$ cat config.mk
export PLATFORM = sky130hd
export DESIGN_NAME = its_ctrl
export DESIGN_NICKNAME = d
export VERILOG_FILES = /design/src/its_pkg.sv /design/src/its_ctrl.sv
export SDC_FILE = /design/constraint.sdc
export NUM_CORES = 1
export LEC_CHECK = 0
export BUFFER_PORTS_ARGS = -buffer_cell sky130_fd_sc_hd__buf_2
export CAP_MARGIN = 10
export CORE_AREA = 3 3 40 42
export CTS_BUF_LIST = sky130_fd_sc_hd__clkbuf_4
export CTS_CLUSTER_DIAMETER = 100
export DETAILED_ROUTE_END_ITERATION = 12
export DIE_AREA = 0 0 43 45
export SLEW_MARGIN = 10
export SYNTH_ARGS = -nofsm -noshare
export SYNTH_HDL_FRONTEND = slang
export SYNTH_SLANG_ARGS = --single-unit
$ cat constraint.sdc
create_clock -name clk -period 1.25 [get_ports clk]
set_input_delay 0.3125 -clock clk [delete_from_list [all_inputs] [get_ports clk]]
set_output_delay 0.3125 -clock clk [all_outputs]
set_load 0.01 [all_outputs]
$ cat src/its_pkg.sv
package its_pkg;

  // operation codes
  typedef enum logic [1:0] {
    OP_ACCOUNT = 2'd0,
    OP_READ_ENTRY = 2'd1,
    OP_READ_COUNTER = 2'd2,
    OP_NONE = 2'd3
  } op_t;

  // protocol classes
  localparam logic [1:0] PC_TCP = 2'd0;
  localparam logic [1:0] PC_UDP = 2'd1;
  localparam logic [1:0] PC_ICMP = 2'd2;
  localparam logic [1:0] PC_OTHER = 2'd3;

  localparam logic [7:0] PROTO_TCP = 8'd6;
  localparam logic [7:0] PROTO_UDP = 8'd17;
  localparam logic [7:0] PROTO_ICMP = 8'd1;

  localparam logic [15:0] BIN_STEP1 = 16'd250;
  localparam logic [15:0] BIN_STEP2 = 16'd500;
  localparam logic [15:0] BIN_STEP3 = 16'd750;
  localparam logic [15:0] BIN_STEP4 = 16'd1000;
  localparam logic [3:0] IHL_MASK = 4'hf;

  localparam int NUM_BINS = 5;
  localparam int NUM_PROTO = 4;
  // statistic counter indexes
  localparam logic [3:0] CIDX_PROTO0 = 4'd5;
  localparam logic [3:0] CIDX_LAST = 4'd8;

  localparam logic [31:0] MAX32 = 32'hffff_ffff;
  localparam logic [39:0] MAX40 = 40'hff_ffff_ffff;

  typedef struct packed {
    op_t op;
    logic [15:0] pkt_len;
    logic [7:0] ver_ihl;
    logic [7:0] proto_num;
    logic [31:0] src_addr;
    logic [31:0] dst_addr;
    logic [5:0] entry_index;
    logic [3:0] counter_index;
  } in_item_t;

  typedef struct packed {
    logic [5:0] header_bytes;
    logic [2:0] size_bin;
    logic [1:0] proto_class;
    logic [39:0] byte_total;
    logic table_full;
    logic entry_valid;
    logic [31:0] entry_addr;
    logic [31:0] entry_packets;
    logic [39:0] entry_bytes;
    logic [31:0] counter_value;
  } out_item_t;

  // one address table slot
  typedef struct packed {
    logic [31:0] addr;
    logic [31:0] packets;
    logic [39:0] bytes;
  } slot_t;

  localparam int SLOT_W = $bits(slot_t);

  typedef enum logic [2:0] {
    ST_IDLE,
    ST_SCAN_RD,
    ST_SCAN_CMP,
    ST_ENTRY_RD,
    ST_ENTRY_CAP,
    ST_FINISH
  } state_t;

  typedef struct packed {
    logic load_item;
    logic clr_idx;
    logic inc_idx;
    logic rd_scan;
    logic rd_entry;
    logic wr_hit;
    logic wr_new;
    logic sel_src;
    logic set_full;
    logic cap_entry;
    logic load_out;
  } ctrl_cmd_t;

  typedef struct packed {
    op_t op;
    logic at_end;
    logic hit;
    logic room;
    logic entry_ok;
    logic out_free;
  } ctrl_sts_t;

  function automatic logic [31:0] inc32(input logic [31:0] v);
    inc32 = (v == MAX32) ? v : v + 32'd1;
  endfunction

  function automatic logic [39:0] add40(input logic [39:0] a, input logic [15:0] b);
    logic [40:0] s;
    s = {1'b0, a} + {25'd0, b};
    add40 = s[40] ? MAX40 : s[39:0];
  endfunction

endpackage

$ cat src/its_ctrl.sv
module its_ctrl (
  input  logic               clk,
  input  logic               rst_n,
  input  logic               in_valid,
  input  its_pkg::op_t       in_op,
  output logic               in_ready,
  input  its_pkg::ctrl_sts_t sts,
  output its_pkg::ctrl_cmd_t cmd
);
  import its_pkg::*;

  state_t state_r, state_nxt;
  logic pass_r, pass_nxt;
  logic accept;

  assign in_ready = (state_r == ST_IDLE);
  assign accept = in_valid && in_ready;

  // next state
  always_comb begin
    state_nxt = state_r;
    pass_nxt = pass_r;
    unique case (state_r)
      ST_IDLE: begin
        if (accept) begin
          pass_nxt = 1'b0;
          unique case (in_op)
            OP_ACCOUNT: state_nxt = ST_SCAN_RD;
            OP_READ_ENTRY: state_nxt = ST_ENTRY_RD;
            default: state_nxt = ST_FINISH;
          endcase
        end
      end
      ST_SCAN_RD: begin
        if (sts.at_end) begin
          pass_nxt = 1'b1;
          state_nxt = pass_r ? ST_FINISH : ST_SCAN_RD;
        end else begin
          state_nxt = ST_SCAN_CMP;
        end
      end
      ST_SCAN_CMP: begin
        if (sts.hit) begin
          pass_nxt = 1'b1;
          state_nxt = pass_r ? ST_FINISH : ST_SCAN_RD;
        end else begin
          state_nxt = ST_SCAN_RD;
        end
      end
      ST_ENTRY_RD: state_nxt = sts.entry_ok ? ST_ENTRY_CAP : ST_FINISH;
      ST_ENTRY_CAP: state_nxt = ST_FINISH;
      ST_FINISH: if (sts.out_free) state_nxt = ST_IDLE;
      default: state_nxt = ST_IDLE;
    endcase
  end

  // commands
  always_comb begin
    cmd = '0;
    cmd.sel_src = pass_r;
    unique case (state_r)
      ST_IDLE: begin
        cmd.load_item = accept;
        cmd.clr_idx = accept;
      end
      ST_SCAN_RD: begin
        if (sts.at_end) begin
          cmd.wr_new = sts.room;
          cmd.set_full = !sts.room;
          cmd.clr_idx = 1'b1;
        end else begin
          cmd.rd_scan = 1'b1;
        end
      end
      ST_SCAN_CMP: begin
        cmd.wr_hit = sts.hit;
        cmd.clr_idx = sts.hit;
        cmd.inc_idx = !sts.hit;
      end
      ST_ENTRY_RD: cmd.rd_entry = sts.entry_ok;
      ST_ENTRY_CAP: cmd.cap_entry = 1'b1;
      ST_FINISH: cmd.load_out = sts.out_free;
      default: cmd = '0;
    endcase
  end

  always_ff @(posedge clk) begin
    if (!rst_n) begin
      state_r <= ST_IDLE;
      pass_r <= 1'b0;
    end else begin
      state_r <= state_nxt;
      pass_r <= pass_nxt;
    end
  end

endmodule

## Word-level counts from Yosys, hierarchy flattened

Cells that the tools add are included.

- Bits in registers: 4
- Bits of input ports: 12
- Output and inout bits: 12

- Equal/unequal tests: 10
- Multiplexer cells: 27
- Reductions and logical operators: 9

Operators by type and width:

| operator | number |
|---|---|
| 1-bit 2-to-1 mux | 18 |
| 3-bit one-hot mux with 6 select lines | 1 |
| 3-bit 2-to-1 mux | 5 |
| 3-bit by 2-bit equality test with 1-bit output, second input constant | 2 |
| 3-bit equality test, second input constant | 2 |
| 2-bit inequality test, second input constant | 3 |
| 1-bit one-hot mux with 3 select lines | 2 |
| 3-bit one-hot mux with 2 select lines | 1 |
| 6-bit OR reduction | 1 |
| 4-bit AND reduction | 1 |
| 3-bit by 1-bit equality test with 1-bit output, second input constant | 1 |
| 3-bit logical NOT | 1 |
| 3-bit nonzero test | 1 |
| 2-bit by 1-bit equality test with 1-bit output, second input constant | 1 |
| 1-bit logical NOT | 2 |
| 2-bit logical NOT | 1 |
| 2-bit by 1-bit inequality test with 1-bit output, second input constant | 1 |
| 2-bit AND reduction | 1 |
| 1-bit logical AND | 1 |

## Longest topological paths before layout

- Word-level depth: 4
- Gate-level depth with buffers: 4
- Gate-level depth less buffers: 3

## Worst setup path after synthesis

OpenSTA, ideal clock, no wires.

- Path type: register to output
- Start: register state_r[2]
- End: output cmd[9] in the netlist's numbering
- Data arrival time: 1,050 ps
- Data required time: 938 ps
- Setup slack: -112 ps
- Cell stages (with the launch flop): 5
- Path buffers: 1
- Path through: dfxtp_1 buf_6 nor3_1 nand2_1 nand2_1

RTL lines:

| what | RTL line | RTL |
|---|---|---|
| from (decl) | its_ctrl.sv:12 | `state_t state_r, state_nxt;` |
| from (signal assigned) | its_ctrl.sv:92 | `state_r <= state_nxt;` |
| to (decl) | its_ctrl.sv:8 | `output its_pkg::ctrl_cmd_t cmd` |

==> out/qor.yml <==
start_util_pct: 27.6
layout_commonest_cell: "buf_2"
synth_top_area_share_pct: 22.6
arrival_ns: 1.19
crit_chain: "and4bb_2 > nor2b_1 > buf_2"
crit_path_end_kind: "output pin"
grt_antenna_before_repair: 0
fin_skew_ns: 0.0128
nets: 90
final_cell_mix: "buf_2 (19), buf_6 (6), buf_4 (6)"
holdCritStartpoint: "rst_n"
p_leak_uw: 0.000301
synthesis.area_um2: 354
grt_pass1_vias: 345
status: "complete, but fails checks"
vias: 434
clk_latency_ns: 0.25
r2r_cells: 4
clock_sinks: 4
dieHeight_um: 45
cp-start-kind: "flip-flop"
holdPathStages: 2
syn_inst: 45
clkTransAtPathRegs_ns: 0.05
r2r-end: "state_r[1]$_SDFFE_PN0P_"
cts_buffers: 3
worstPathRequired_ns: 0.94
cts_max_path_buffers: 2
crit_slowest_cell: "dfxtp_4"
worst_pin_slew_ns: 0.299
dp.cells: 85
tns_ns: -2.16
grt_max_degree: 14
path_class: "flip-flop to output pin"
slew_viol_final: 0
layout-area-overhead-vs-synth_pct: 77.0
finalHoldViolations: 0
max_cap_viol_count: 0
fmax_mhz: 666
diodes: 0
vdd_ir_drop_max_uv: 546
pwr-share-clk_pct: 25.6
reg2reg_from: "state_r[0]$_SDFFE_PN0P_"
critPathMaxStageDelay_ns: 0.35
hold_slack_ns: 0.336
combPwrFrac_pct: 48.6
finalWeightedCongestion: 0.776
sw_frac_of_total_pct: 34.9
grt_setup_unrepaired: "yes"
root_buffer: "clkbuf_4"
grt_pass1_wl_um: 1500
yosys-top-cells-area: "dfxtp_1 (23%), and4bb_2 (7.1%), buf_6 (6.4%)"
remaining_drc_errors: 0
cts_hold_buf: 0
drtAntennaViolNets: 0
fin_util_pct: 48.8
row_count: 13
period_share_pct: 120
fp.dieArea_um2: 1940
synth_cell_types: 25
yosysSeqAreaShare_pct: 22.6
p_per_area_nw_per_um2: 1060
hold_end: "pass_r$_SDFFE_PN0P_"
core_um2: 1280
pwr-share-seq_pct: 25.8
io_pins: 24
setup_viol: 12
dr.first_iter.drc_count: 5
cts_max_level: 1
period_needed_ns: 1.50
drive_gt1_share_pct: 67.1
p_int_uw: 433
drtPass1Iterations: 2
path_max_fanout: 4
drt-total-wl_um: 1010
filler_cell_count: 128
regToRegSetupSlack_ns: 0.03
tritoncts: "yes"
die_w_um: 43
io_buffers: 21
finalWorstSetupSlack_ns: -0.252
drt-wirelength-per-cell_um: 11.1
drt-vias-per-instance: 4.77
slew_headroom_pct: 79.8
gr-total-overflow: 0
avgSynthCellArea_um2: 7.87
hp-class: "input port to flip-flop"
grt_usage_pct: 10.5
violations: "negative setup slack"
dp_hpwl_um: 722
instances_no_fill: 91
synth_warnings: 0
yosysTopAreaCell: "dfxtp_1"
power.switching_uw: 233
ys_ff_latch: 4
synth_nets: 57
==> area by class of cell <==
type / count / area, µm² / area share, %
Clock buffer: 3 / 22.5 / 3.59
Multi-Input combinational cell: 36 / 279 / 44.5
Sequential cell: 4 / 91.3 / 14.6
Timing Repair Buffer: 31 / 208 / 33.1
Inverter: 2 / 7.51 / 1.20
Tap cell: 15 / 18.8 / 2.99
==> synthesized netlist by cell type <==
cell type / n
nand2_1: 5
nor2_1: 5
dfxtp_1: 4
a21oi_1: 3
nor3_1: 3
and4bb_2: 2
buf_6: 2
inv_1: 2
nor2b_1: 2
nor3b_1: 2
a21boi_0: 1
a311oi_2: 1
a31oi_1: 1
and2_1: 1
and4bb_1: 1
and4bb_4: 1
buf_2: 1
nand2b_1: 1
nand3b_1: 1
nor4_1: 1
nor4b_1: 1
o21ai_0: 1
o21ai_1: 1
o311a_1: 1
or3_1: 1
==> cell families after synthesis <==
| group | synth area share (%) |
|---|---|
| DFF | 22.6 |
| and+or+nand+nor | 49.5 |
| AOI/OAI and AO/OA | 18.0 |
| buffers and inverters | 9.89 |
==> critical path, delay by kind of cell (launching register included) <==
kind / cells / cell delay, ns
buf+inv: 1 / 0.13
flops: 1 / 0.35
simple gates: 2 / 0.47
==> worst max path at each step <==
stage,from,to,slack (ns),cells past startpoint
after detailed placement,sts[4],cmd[4],0.006,4
after global routing,state_r[1]$_SDFFE_PN0P_,cmd[9],-0.29,5
after global placement,sts[4],cmd[4],0.004,4
after CTS,state_r[2]$_SDFFE_PN0P_,cmd[8],-0.23,5
final,state_r[1]$_SDFFE_PN0P_,cmd[2],-0.25,3
after floorplan,state_r[2]$_SDFFE_PN0P_,cmd[9],0.02,4
==> metrics by stage <==
step | setup slack, ns | power [µW] | cell area [µm²]
CTS | -0.228 | 611 | 562
finish | -0.252 | 666 | 627
detailed placement | 0.00552 | 418 | 508
floorplan | 0.0150 | 330 | 359
global route | -0.290 | 719 | 627
global placement | 0.00431 | 417 | 508
==> power by group through the flow <==
stage,logic (µW),clock network (µW),registers [µW]
finish,324,171,172
CTS,270,171,171
global route,353,192,175
detailed placement,253,0,165
floorplan,170,0,160
global placement,252,0,164
==> flip-flops by register name, summed over array words and instances (netlist names) <==
register  count
state_r       3
pass_r        1
==> layer usage <==
layer | vias to the layer above | wire length [µm] | track usage [%] | part of all wire, %
met5 | - | 0 | 0 | 0
met4 | 0 | 0 | 1.81 | 0
met3 | 0 | 99 | 6.37 | 9.8
met2 | 16 | 445 | 15.0 | 44
met1 | 191 | 463 | 13.8 | 46
li1 | 227 | - | - | -
==> timing repair <==
action                                  4_1_cts  5_1_grt
endpoints found under the setup margin       12       13
pin swaps                                     4        8
buffers inserted                              0        3
resized for setup                            10       13
Note: power is estimated with default switching activity, not from simulation.
